## config.mk

```make
export PLATFORM = sky130hd
export DESIGN_NAME = ovn_ctrl
export DESIGN_NICKNAME = d
export VERILOG_FILES = /design/src/design/ovn_pkg.sv /design/src/design/ovn_ctrl.sv
export SDC_FILE = /design/constraint.sdc
export NUM_CORES = 1
export LEC_CHECK = 0
export ABC_CLOCK_PERIOD_IN_PS = 2700
export BUFFER_PORTS_ARGS = -buffer_cell sky130_fd_sc_hd__buf_2
export CAP_MARGIN = 0
export CORE_ASPECT_RATIO = 0.6
export CORE_MARGIN = 2
export CORE_UTILIZATION = 45
export DETAILED_ROUTE_END_ITERATION = 10
export GPL_ROUTABILITY_DRIVEN = 1
export PLACE_DENSITY = 0.7
export SLEW_MARGIN = 15
export SYNTH_ARGS = -nofsm -noshare
export SYNTH_HDL_FRONTEND = slang
export SYNTH_SLANG_ARGS = --single-unit
```

## constraint.sdc

```tcl
create_clock -name clock -period 2.7 [get_ports clock]
set_clock_uncertainty 0.15 [all_clocks]
set_input_delay 0 -clock clock [delete_from_list [all_inputs] [get_ports clock]]
set_output_delay 0 -clock clock [all_outputs]
set_load 0.1 [all_outputs]
```

## src/design/ovn_pkg.sv

```systemverilog
`timescale 1ns / 1ps
// Package for the octave value noise block: command/status structs, state
// encoding, register indexes and the cosine easing weight table.
// No dependencies.
package ovn_pkg;

   // Easing table resolution and fixed arithmetic constants
   localparam int unsigned COS_TABLE_BITS = 8;
   localparam int unsigned WT_COUNT       = 1 << COS_TABLE_BITS;
   localparam logic [31:0] LCG_MUL        = 32'd1664525;
   localparam logic [31:0] LCG_INC        = 32'd1013904223;
   localparam logic [63:0] PI_Q30         = 64'd3373259426;
   localparam logic [63:0] ONE_Q30        = 64'd1 << 30;
   localparam logic [15:0] AMP_START      = 16'd32768;
   localparam logic [15:0] FALLOFF_RESET  = 16'd32768;
   localparam logic [3:0]  OCTAVES_RESET  = 4'd4;
   localparam int unsigned OCT_CNT_W      = 5;

   // Configuration register indexes
   localparam logic [1:0] CSR_OCTAVE_COUNT = 2'd0;
   localparam logic [1:0] CSR_FALLOFF      = 2'd1;

   // Request kinds
   localparam logic REQ_RESEED = 1'b0;
   localparam logic REQ_QUERY  = 1'b1;

   // Weight selection for a blend step
   localparam logic [1:0] WSEL_X = 2'd0;
   localparam logic [1:0] WSEL_Y = 2'd1;
   localparam logic [1:0] WSEL_Z = 2'd2;

   typedef logic [16:0] wtab_type [WT_COUNT];

   typedef enum logic [2:0] {
      ST_IDLE,
      ST_SEED,
      ST_READ,
      ST_BLEND,
      ST_ACCUM,
      ST_DONE_QUERY,
      ST_DONE_SEED
   } ctrl_state_type;

   typedef struct packed {
      logic       load;
      logic       seed_step;
      logic       rd_en;
      logic [2:0] rd_corner;
      logic       cap_en;
      logic       wt_latch;
      logic       blend_en;
      logic [2:0] blend_step;
      logic       accum_en;
      logic       out_load;
      logic       out_seed;
   } cmd_type;

   typedef struct packed {
      logic                 seed_last;
      logic                 out_free;
      logic [OCT_CNT_W-1:0] oct_total;
   } status_type;

   // Weight for the lower half: (1 - cos(pi*k/N))/2 in Q0.16, cosine by
   // a truncated Taylor series in Q2.30
   function automatic wtab_type build_wtab();
      wtab_type           t;
      logic [63:0]        theta;
      logic [63:0]        th2;
      logic [63:0]        term;
      logic signed [63:0] c;
      int unsigned        half;
      half = WT_COUNT >> 1;
      for (int unsigned k = 0; k < WT_COUNT; k++) begin
         t[k] = 17'd0;
      end
      for (int unsigned k = 0; k <= half && k < WT_COUNT; k++) begin
         theta = (PI_Q30 * 64'(k)) >> COS_TABLE_BITS;
         th2   = (theta * theta) >> 30;
         term  = ONE_Q30;
         c     = $signed(ONE_Q30);
         for (int unsigned i = 1; i <= 7; i++) begin
            term = (term * th2) >> 30;
            case (i)
               1: term = term / 64'd2;
               2: term = term / 64'd12;
               3: term = term / 64'd30;
               4: term = term / 64'd56;
               5: term = term / 64'd90;
               6: term = term / 64'd132;
               default: term = term / 64'd182;
            endcase
            if (i[0]) c = c - $signed(term);
            else c = c + $signed(term);
         end
         if (c < 0) c = 64'sd0;
         if (c > $signed(ONE_Q30)) c = $signed(ONE_Q30);
         t[k] = 17'(((ONE_Q30 - 64'(c)) + 64'd16384) >> 15);
      end
      for (int unsigned k = half + 1; k < WT_COUNT; k++) begin
         t[k] = 17'(32'd65536 - 32'(t[WT_COUNT - k]));
      end
      return t;
   endfunction

   localparam wtab_type WTAB = build_wtab();

   function automatic logic [1:0] blend_wsel(input logic [2:0] step);
      logic [1:0] w;
      case (step)
         3'd0, 3'd1, 3'd2, 3'd3: w = WSEL_X;
         3'd4, 3'd5:             w = WSEL_Y;
         default:                w = WSEL_Z;
      endcase
      return w;
   endfunction

endpackage

```

## src/design/ovn_ctrl.sv

```systemverilog
`timescale 1ns / 1ps
// Sequencer for the octave value noise block: reseed sweep, corner reads,
// blend steps and per-octave accumulation. Depends on ovn_pkg.
module ovn_ctrl (
   input  logic               clock,
   input  logic               reset,
   input  logic               req_tvalid,
   input  logic               req_tuser,     // [0] request kind
   output logic               req_tready,
   output ovn_pkg::cmd_type    cmd,
   input  ovn_pkg::status_type status
);
   import ovn_pkg::*;

   ctrl_state_type       state_ff, state_in;
   logic [3:0]           step_ff, step_in;
   logic [OCT_CNT_W-1:0] oct_ff, oct_in;

   always_ff @(posedge clock) begin
      if (reset) begin
         state_ff <= ST_IDLE;
         step_ff  <= 4'd0;
         oct_ff   <= '0;
      end else begin
         state_ff <= state_in;
         step_ff  <= step_in;
         oct_ff   <= oct_in;
      end
   end

   // Next state and commands
   always_comb begin
      state_in   = state_ff;
      step_in    = step_ff;
      oct_in     = oct_ff;
      cmd        = '0;
      req_tready = 1'b0;
      case (state_ff)
         ST_IDLE: begin
            req_tready = 1'b1;
            if (req_tvalid) begin
               cmd.load = 1'b1;
               step_in  = 4'd0;
               oct_in   = '0;
               state_in = (req_tuser == REQ_RESEED) ? ST_SEED : ST_READ;
            end
         end
         ST_SEED: begin
            cmd.seed_step = 1'b1;
            if (status.seed_last) state_in = ST_DONE_SEED;
         end
         ST_READ: begin
            // issue one corner read a cycle, capture the previous one
            cmd.wt_latch  = (step_ff == 4'd0);
            cmd.rd_en     = (step_ff < 4'd8);
            cmd.rd_corner = step_ff[2:0];
            cmd.cap_en    = (step_ff != 4'd0);
            if (step_ff == 4'd8) begin
               step_in  = 4'd0;
               state_in = ST_BLEND;
            end else begin
               step_in = step_ff + 4'd1;
            end
         end
         ST_BLEND: begin
            cmd.blend_en   = 1'b1;
            cmd.blend_step = step_ff[2:0];
            if (step_ff == 4'd6) begin
               step_in  = 4'd0;
               state_in = ST_ACCUM;
            end else begin
               step_in = step_ff + 4'd1;
            end
         end
         ST_ACCUM: begin
            cmd.accum_en = 1'b1;
            if (oct_ff + 1'b1 == status.oct_total) begin
               state_in = ST_DONE_QUERY;
            end else begin
               oct_in   = oct_ff + 1'b1;
               state_in = ST_READ;
            end
         end
         ST_DONE_QUERY: begin
            if (status.out_free) begin
               cmd.out_load = 1'b1;
               state_in     = ST_IDLE;
            end
         end
         ST_DONE_SEED: begin
            if (status.out_free) begin
               cmd.out_load = 1'b1;
               cmd.out_seed = 1'b1;
               state_in     = ST_IDLE;
            end
         end
         default: state_in = ST_IDLE;
      endcase
   end

   // Never overwrite an unread result
   a_out_load_free: assert property (@(posedge clock) disable iff (reset)
      cmd.out_load |-> status.out_free)
      else $error("result loaded while output slot busy");

   // An accepted item always leaves idle
   a_accept_leaves_idle: assert property (@(posedge clock) disable iff (reset)
      (req_tvalid && req_tready) |=> (state_ff != ST_IDLE))
      else $error("accepted item did not start work");

   // Octave counter stays below the configured total while working
   a_oct_range: assert property (@(posedge clock) disable iff (reset)
      (state_ff == ST_READ || state_ff == ST_BLEND || state_ff == ST_ACCUM)
      |-> (oct_ff < status.oct_total))
      else $error("octave counter overran");

endmodule

```

**Word level (Yosys, flattened, before mapping)**

Index checks and enable logic that the tools add are counted.

- Add/subtract/negate cells: 2
- $lt $le $gt $ge: 1
- Equal/unequal tests: 15
- Mux-type cells: 26
- Reduce and logical (&&, ||, !) cells: 9

Operator list:

| operator | count |
|---|---|
| $mux W3 | 6 |
| $pmux W3 S6 | 1 |
| $mux W4 | 4 |
| $pmux W4 S3 | 1 |
| $mux W5 | 2 |
| $ne A2 B2 Y1 const B | 5 |
| $pmux W5 S2 | 1 |
| $eq A3 B3 Y1 const B | 3 |
| $mux W1 | 7 |
| $eq A3 B2 Y1 const B | 2 |
| $mux W6 | 1 |
| $add A5 B1 Y5 const B | 1 |
| $eq A5 B5 Y1 | 1 |
| $reduce_and A5 Y1 | 1 |
| $add A4 B1 Y4 const B | 1 |
| $eq A4 B3 Y1 const B | 1 |
| $eq A4 B4 Y1 const B | 1 |
| $logic_not A4 Y1 | 1 |
| $lt A4 B4 Y1 const B | 1 |
| $mux W2 | 2 |
| $reduce_bool A4 Y1 | 1 |
| $eq A3 B1 Y1 const B | 1 |
| $logic_not A3 Y1 | 1 |
| $reduce_and A3 Y1 | 1 |
| 6 further kinds | 6 |

- Register bits: 12

**Longest topological paths before layout**

Gate-level depths: netlist (run 1).

- Word-level depth: 4
- Depth in mapped cells: 7
- Depth with buffers taken out: 7

**Worst setup path before layout (run 1)**

Ideal clock, no wire load.

- Path type: reg2out
- Start point: register state_ff[2]
- End point: output cmd[14] (netlist bit)
- Arrival: 3.944 ns
- Data required time: 2.550 ns
- Path slack: -1.394 ns
- Cell stages (with the launch flop): 6
- Cells stage by stage: dfxtp_1 buf_2 buf_2 nor3_1 nand2_1 inv_1

RTL lines:

| what | RTL line | RTL |
|---|---|---|
| start: declaration | ovn_ctrl.sv:15 | `ctrl_state_type state_ff, state_in;` |
| start signal: assignment | ovn_ctrl.sv:25 | `state_ff <= state_in;` |
| end: declaration | ovn_ctrl.sv:10 | `output ovn_pkg::cmd_type cmd,` |

==> results.toml, run 1 <==
[global_routing]
grtUsageTotal_pct = 18.98
antenna_found_initial = 0
grt_overflow = 0
grt_first_pass_wirelength_mm = 3.670
first_global_vias = 805
grt_max_degree = 19

[placement]
port_buffers = 26
hpwl_mm = 1.791
pre_cts_slack_ns = 0.4898
gp_congestion = 0.8167

[clock_network]
clk_pin_slew_ns = 0.06
cts_buffers = 3
cts_tree = "built"
htreeDepth = 1
cts.sinks = 12
cts_root_buffer = "clkbuf_8"
cts_max_path_buffers = 2
clk-insertion-delay-late_ns = 0.25

[cells_and_area]
multi_input_area_um2 = 723.2
area_growth_syn_to_layout_pct = 23.57
seqCellArea_um2 = 240.2
insertedDiodeCount = 0
fillers = 219
layout-drive-gt1-share_pct = 24.52
final_nets = 171

[critical_path]
worstSetupStartpoint = "state_ff[1]"
crit_required_ns = 2.55
start_kind = "flip-flop"
cp-end-kind = "output pin"
worst-path-buf-inv = 1
path_cells = "nor3b_1 -> nor2b_2 -> nor2b_4 -> buf_2"
r2r_slack_ns = 0.56
max_stage_delay_ns = 0.71
reg2reg_from = "oct_ff[0]"
critPathKind = "flip-flop to output pin"
r2r-end = "oct_ff[4]"
crit_family = "simple AND/OR/NAND/NOR gates"
worst_path_max_delay_cell = "dfxtp_1"
cp_max_fo = 18
r2r_cells = 6
cp.arrival_ns = 2.32

[timing]
period_needed_ns = 2.472
maxSlewHeadroom_pct = 58.97
fin_crit_sh_pct = 91.54
worst_pin_slew_ns = 0.6146
maxSlewViolCount = 0
setup_tns_ns = 0
setup_viol = 0
fmaxAchievable_mhz = 404.6
final.setup.worst_slack_ns = 0.2284
finalHoldViolations = 0
rsz0062_at_grt = "no"

[hold_path]
min_to = "state_ff[1]"
hold_depth = 5
min_from = "status[6]"
hold_path_class = "input pin to flip-flop"

[detailed_routing]
via_per_inst = 5.481
wl_per_cell_um = 13.06
finalWirelength_mm = 2.417
num_vias = 1014
drc_errors = 0
first_pass_iters = 4
ant_nets = 0
drt-initial-drc-count = 42

[die]
die_w_um = 65.12
core_um2 = 2147
dieArea_um2 = 2648
start_util_pct = 46.97
io_pins = 27
die_h_um = 40.67
rows = 13

[synth]
ys_seq_area_share_pct = 23.82
syn-cell-area_um2 = 1008
syn_nets = 146
yosysUniqueCellTypes = 44
synth-seq-cells = 12
yosysWarningCount = 0
ys_dominant_reg_cell = "dfxtp_1"
ys_async_sr_fraction_pct = 0
netlist_instances = 131
synth_edf_count = 0
syn_area_per_cell_um2 = 7.698

[power_and_ir_drop]
powerDensity_nw_per_um2 = 968.0
leakage_nw = 0.5487
ir_worst_vdd_mv = 0.5257

[flow_run]
cap_violations = 0

[status]
status = "finished, final reports clean"
cells by family after synthesis:
group | after synthesis | share of synthesized area, %
simple gates | 55 | 30.02
fa+ha+maj | 4 | 4.963
compound gates | 31 | 22.21
xor+xnor | 10 | 9.429
buf+inv | 17 | 7.568
flops | 12 | 23.82
mux | 2 | 1.985
per-stage QoR:
stage	power (W)	hold WS [ns]	util [%]	std cells	instance area [um^2]
finish	0.001206	0.03634	58.04	185	1246
global placement	0.0009868	0.1694	54.08	178	1161
CTS	0.001209	0.02330	58.04	185	1246
detailed placement	0.0009974	0.1688	54.08	178	1161
floorplan	0.0009038	0.05777	-	131	1040
global route	0.001267	0.07576	58.04	185	1246
Yosys cell counts, types with 2 or more instances:
library cell	number	area, um^2
nor2_1	11	41.29
dfxtp_1	12	240.2
o21ai_0	5	25.02
o21ai_1	2	10.01
nand3_1	3	15.01
nand3b_1	3	22.52
and3_1	2	12.51
nand2_1	9	33.78
buf_2	4	20.02
nand2b_1	4	25.02
nor3b_1	2	15.01
xnor2_1	5	43.79
o2111ai_1	2	17.52
and2_1	7	43.79
a21oi_1	4	20.02
clkbuf_1	4	15.01
ha_1	4	50.05
mux2i_1	2	20.02
nor3_1	2	10.01
inv_1	7	26.28
or4_1	2	15.01
a31oi_1	3	18.77
nor2b_1	6	37.54
o31ai_1	2	15.01
a221oi_1	2	17.52
xor2_1	4	35.03
worst max-delay path by stage:
stage / to / slack [ns] / depth (start not counted)
after global routing: cmd[7] / 0.08 / 4
after floorplan: cmd[7] / 0.09 / 4
after CTS: cmd[7] / 0.21 / 4
after global placement: oct_ff[4] / 0.63 / 6
final: cmd[7] / 0.23 / 4
after detailed placement: cmd[7] / 0.49 / 4
metal layers:
metal | vias up | GRT usage [%] | wire [um]
met1 | 473 | 25.50 | 1242
met3 | 5 | 5.769 | 112
met2 | 24 | 29.90 | 1031
met5 | - | 0 | 0
li1 | 512 | - | -
met4 | 0 | 6.250 | 30
sequential cells by signal, indices dropped and copies added, names as in the netlist:
signal,cells
step_ff,4
state_ff,3
oct_ff,5
worst reg2reg max path, cell delays in order (launching register included):
cell and delay [ns]:
dfxtp_1 0.42, ha_1 0.34, xnor2_2 0.15, a22oi_1 0.09, o2111a_2 0.32, nand2b_1 0.23
a311o_1 0.33
placed cells by master (no fill, tap or decap), types with 2 or more instances in the layout:
cell           synthesis  final
dfxtp_1               12     12
xnor2_1                5      5
o21ai_0                5      5
buf_2                  4     26
ha_1                   4      4
and3_1                 2      2
inv_1                  7      7
nor2b_1                6      4
or4_1                  2      2
dlygate4sd3_1          0      3
nor2_1                11     11
mux2i_1                2      2
o31ai_1                2      2
clkbuf_8               0      4
and2_1                 7      7
o21ai_1                2      2
nand3_1                3      3
o2111ai_1              2      2
a31oi_1                3      3
nand2_1                9      9
nand2b_1               4      4
a21oi_1                4      4
nand3b_1               3      3
xor2_1                 4      4
a221oi_1               2      2
area by class of cell:
class,instances,area share (%)
timing repair buffer,29,12.85
clock buffer,4,4.418
inverter,8,2.410
sequential,12,19.28
multi-input combinational,102,58.03
tap,30,3.012
timing repair:
| action | 4_1_cts | 5_1_grt |
|---|---|---|
| endpoints found under the hold margin | 6 | 0 |
| setup buffers | 0 | 0 |
| gates resized for setup | 0 | 0 |
| hold buffers | 3 | 0 |
power breakdown:
| group | internal [W] | switching, W |
|---|---|---|
| clock | 0.000129 | 0.0000733 |
| combinational | 0.000188 | 0.000522 |
| sequential | 0.000204 | 0.0000897 |
No activity file was read; power rests on OpenSTA's default activity.
==> inputs of run 2 (changes only) <==
- ABC_CLOCK_PERIOD_IN_PS: 2700 -> 2100
- CORE_MARGIN: 2 -> not set
- PLACE_DENSITY: 0.7 -> 0.73
- TNS_END_PERCENT: not set -> 5
- clock period: 2.7 -> 2.1 ns (I/O delays scaled with it)
==> results.toml, run 2 (synthesis gave the netlist of run 1 again) <==
[clock_network]
cts_root_buffer = "clkbuf_8"
cts.sinks = 12
cts_buffers = 3
clk-insertion-delay-late_ns = 0.24
htreeDepth = 1
clk_pin_slew_ns = 0.05
cts_tree = "built"
cts_max_path_buffers = 2
post_cts_buffers = 0

[power_and_ir_drop]
p_seq_share_pct = 22.2
p_sw_share_pct = 54.78
powerDensity_nw_per_um2 = 1186
switching_power_w = 0.0008974
ir_worst_vdd_mv = 0.8789
clockPowerShare_pct = 12.8
leakage_nw = 0.5864
combPwrFrac_pct = 65.0
p_int_w = 0.0007406

[status]
status = "finished, final reports clean"

[placement]
postPlaceCellArea_um2 = 1286
port_buffers = 26
gp_congestion = 0.7476
hpwl_mm = 1.939
pre_cts_slack_ns = 0.08302

[cells_and_area]
fillers = 163
top_register = "oct_ff"
final_nets = 177
final_area_um2 = 1381
layout-drive-gt1-share_pct = 27.50
area_growth_syn_to_layout_pct = 36.97
largest_reg_flops = 5
insertedDiodeCount = 0
reg_top3 = "oct_ff (5), step_ff (4), state_ff (3)"
final_common_cell = "buf_2"
final_cell_mix = "buf_2, nor2_1, dfxtp_1"

[die]
start_util_pct = 50.88
io_pins = 27
die_h_um = 38.67
core_um2 = 1982
dieArea_um2 = 2441
die_w_um = 63.12
rows = 12

[critical_path]
cp-end-kind = "flip-flop"
start_kind = "flip-flop"
cp.arrival_ns = 1.95
critPathKind = "flip-flop to flip-flop"
crit_required_ns = 2.08
cp_max_fo = 9

[detailed_routing]
finalWirelength_mm = 2.569
wl_per_cell_um = 13.66
first_pass_iters = 4
drc_errors = 0
ant_nets = 0
via_per_inst = 5.521
num_vias = 1038
drt-initial-drc-count = 71

[timing]
rsz0062_at_grt = "no"
maxSlewViolCount = 0
period_needed_ns = 1.975
worst_pin_slew_ns = 0.4914
maxSlewHeadroom_pct = 67.47
finalHoldViolations = 0
setup_viol = 0
whs_ns = 0.1834
fin_crit_sh_pct = 94.06
fmaxAchievable_mhz = 506.3
final.setup.worst_slack_ns = 0.1248

[global_routing]
first_global_vias = 879
grt_first_pass_wirelength_mm = 3.981
antenna_found_initial = 0
grt_overflow = 0
grtUsageTotal_pct = 21.67
grt_max_degree = 19

[flow_run]
cap_violations = 0

[hold_path]
hold_path_class = "input pin to flip-flop"
[run 2: power groups by stage]
stage / registers, W / logic (W) / clock network [W]
final: 0.000364 / 0.00106 / 0.000210
after global routing: 0.000374 / 0.00112 / 0.000225
after CTS: 0.000359 / 0.00106 / 0.000208
after detailed placement: 0.000363 / 0.00106 / 0
after global placement: 0.000360 / 0.00104 / 0
after floorplan: 0.000287 / 0.000875 / 0
[run 2: repair_timing]
action,CTS,global route
resized for setup,0,3
hold buffers,4,0
endpoints found under the setup margin,0,6
endpoints found under the hold margin,6,0
[run 2: stage by stage]
stage | instances | setup TNS [ns] | util [%] | power [W]
CTS | 188 | 0 | 69.00 | 0.001631
finish | 188 | 0 | 69.70 | 0.001638
detailed placement | 181 | 0 | 64.90 | 0.001419
global placement | 181 | 0 | 64.90 | 0.001397
floorplan | 131 | -5.038 | - | 0.001162
global route | 188 | 0 | 69.70 | 0.001721
[run 2: layer usage]
layer	GRT usage, %	vias to the layer above	wire length (um)
met2	36.29	33	1154
li1	-	520	-
met5	0	-	0
met3	5.294	2	150
met1	28.37	483	1255
met4	5.233	0	8
[run 2: cell type report]
type                    instances  area, um^2  share of cell area (%)
clock buffers                   3       41.29                   2.989
inverters                       8       30.03                   2.174
multi-input cells             102       735.7                   53.26
flip-flops and latches         12       241.5                   17.48
well taps                      28       35.03                   2.536
repair buffers                 35       297.8                   21.56
[run 2: critical path, stage by stage, from the launching register on]
cell and delay [ns]:
dfxtp_1 0.40, ha_4 0.19, xnor2_2 0.12, a22oi_1 0.10
o2111a_2 0.33, nand2b_1 0.23, a311o_1 0.34
[run 2: final timing paths]
check / cells after the start / start / slack [ns] / end
worst max-delay path: 6 / oct_ff[1] / 0.12 / oct_ff[4]
worst min-delay path: 4 / req_tvalid / 0.18 / oct_ff[3]
worst max register to register: 6 / oct_ff[1] / 0.12 / oct_ff[4]
worst min register to register: 2 / oct_ff[1] / 0.44 / oct_ff[1]
==> inputs of run 3 (changes only) <==
- ABC_CLOCK_PERIOD_IN_PS: 2100 -> 1900
- PLACE_DENSITY: 0.73 -> 0.7
- clock period: 2.1 -> 1.9 ns (I/O delays scaled with it)
==> results.toml, run 3 (synthesis gave the netlist of run 1 again) <==
[global_routing]
grt_overflow = 0
grt_first_pass_wirelength_mm = 4.850
grtUsageTotal_pct = 26.90
antenna_found_initial = 0
first_global_vias = 1020
grt_max_degree = 16

[timing]
maxSlewHeadroom_pct = 67.40
rsz0062_at_grt = "yes"
whs_ns = 0.03128
worst_pin_slew_ns = 0.4923
maxSlewViolCount = 0
setup_viol = 0
finalHoldViolations = 0
period_needed_ns = 1.859
fin_crit_sh_pct = 97.86
fmaxAchievable_mhz = 537.8

[clock_network]
cts.sinks = 12
cts_max_path_buffers = 2
clk-insertion-delay-late_ns = 0.24
clk_pin_slew_ns = 0.05
cts_tree = "built"
htreeDepth = 1
cts_buffers = 3
cts_root_buffer = "clkbuf_8"
post_cts_buffers = 0

[placement]
port_buffers = 26
hpwl_mm = 2.309
gp_congestion = 0.8328
dp_cells = 188

[critical_path]
worst_path_max_delay_cell = "dfxtp_2"
critPathKind = "flip-flop to flip-flop"
cp-end-kind = "flip-flop"
cp.arrival_ns = 1.84
start_kind = "flip-flop"
cp_max_fo = 7
crit_required_ns = 1.88
path_cells = "ha_4 -> o21ba_4 -> a22oi_2 -> o2111a_2 -> nand2_1 -> a221oi_1"
max_stage_delay_ns = 0.33

[power_and_ir_drop]
powerDensity_nw_per_um2 = 1245
leakage_nw = 0.6293
ir_worst_vdd_mv = 0.7201

[detailed_routing]
via_per_inst = 5.577
drc_errors = 0
wl_per_cell_um = 15.11
first_pass_iters = 4
num_vias = 1082
drt-initial-drc-count = 67
ant_nets = 0
finalWirelength_mm = 2.932

[die]
die_h_um = 38.67
die_w_um = 63.12
core_um2 = 1982
io_pins = 27
rows = 12
dieArea_um2 = 2441
start_util_pct = 50.88

[cells_and_area]
final_common_cell = "buf_2"
reg_top3 = "oct_ff (5), step_ff (4), state_ff (3)"
layout-drive-gt1-share_pct = 38.55
area_growth_syn_to_layout_pct = 56.20
insertedDiodeCount = 0
final_cell_mix = "buf_2, buf_12, buf_4"
largest_reg_flops = 5
final_nets = 183
final_cells = 194
top_register = "oct_ff"

[hold_path]
hold_path_class = "input pin to flip-flop"

[flow_run]
cap_violations = 0

[status]
status = "finished, final reports clean"
[run 3: final timing paths]
kind	startpoint	slack [ns]	depth (start not counted)	endpoint
max reg2reg	oct_ff[1]	0.04	6	state_ff[0]
min reg2reg	step_ff[1]	0.41	2	step_ff[1]
max	oct_ff[1]	0.04	6	state_ff[0]
min	status[6]	0.03	5	state_ff[1]
[run 3: cell type report]
cell class,count,area [um^2]
multi-input combinational,102,784.5
sequential,12,250.2
timing repair buffer,41,430.4
clock buffer,3,41.29
inverter,8,33.78
tap,28,35.03
fill,138,406.6
[run 3: layer usage]
metal / GRT usage [%] / vias to the layer above / part of all wire [%]
li1: - / 536 / -
met1: 33.62 / 524 / 48
met2: 48.66 / 22 / 49
met3: 5.294 / 0 / 3.2
met4: 6.395 / 0 / 0
met5: 0 / - / 0
[run 3: worst max-delay path: cells and delay by family, from the launching register on]
kind            cells  cell delay, ns
flops               1            0.33
simple gates        1            0.13
compound gates      4            0.96
fa+ha+maj           1            0.19
[run 3: repair_timing]
item                                   CTS  global route
resized for setup                        4            11
pin swaps                                0             2
endpoints found under the hold margin    6             0
setup endpoints to repair                8            12
hold buffers                             3             0
[run 3: through the flow]
| step | util (%) | instance area, um^2 | setup slack (ns) | total power, W | TNS, ns |
|---|---|---|---|---|---|
| 2_1_floorplan | - | 1055 | -0.3722 | 0.001305 | -3.352 |
| 3_3_place_gp | 72.79 | 1443 | 0.03795 | 0.001648 | 0 |
| 3_5_place_dp | 72.79 | 1443 | -0.05408 | 0.001688 | -0.1318 |
| 4_1_cts | 77.34 | 1533 | 0.005439 | 0.001942 | 0 |
| 5_1_grt | 79.48 | 1575 | -0.02794 | 0.002056 | -0.04430 |
| 6_report | 79.48 | 1575 | 0.04057 | 0.001961 | 0 |
[run 3: report_power, final]
group,total [W],switching [W],internal [W]
clock,0.000234,0.0000940,0.000140
sequential,0.000393,0.0000964,0.000296
combinational,0.00133,0.000862,0.000472
total,0.00196,0.00105,0.000908
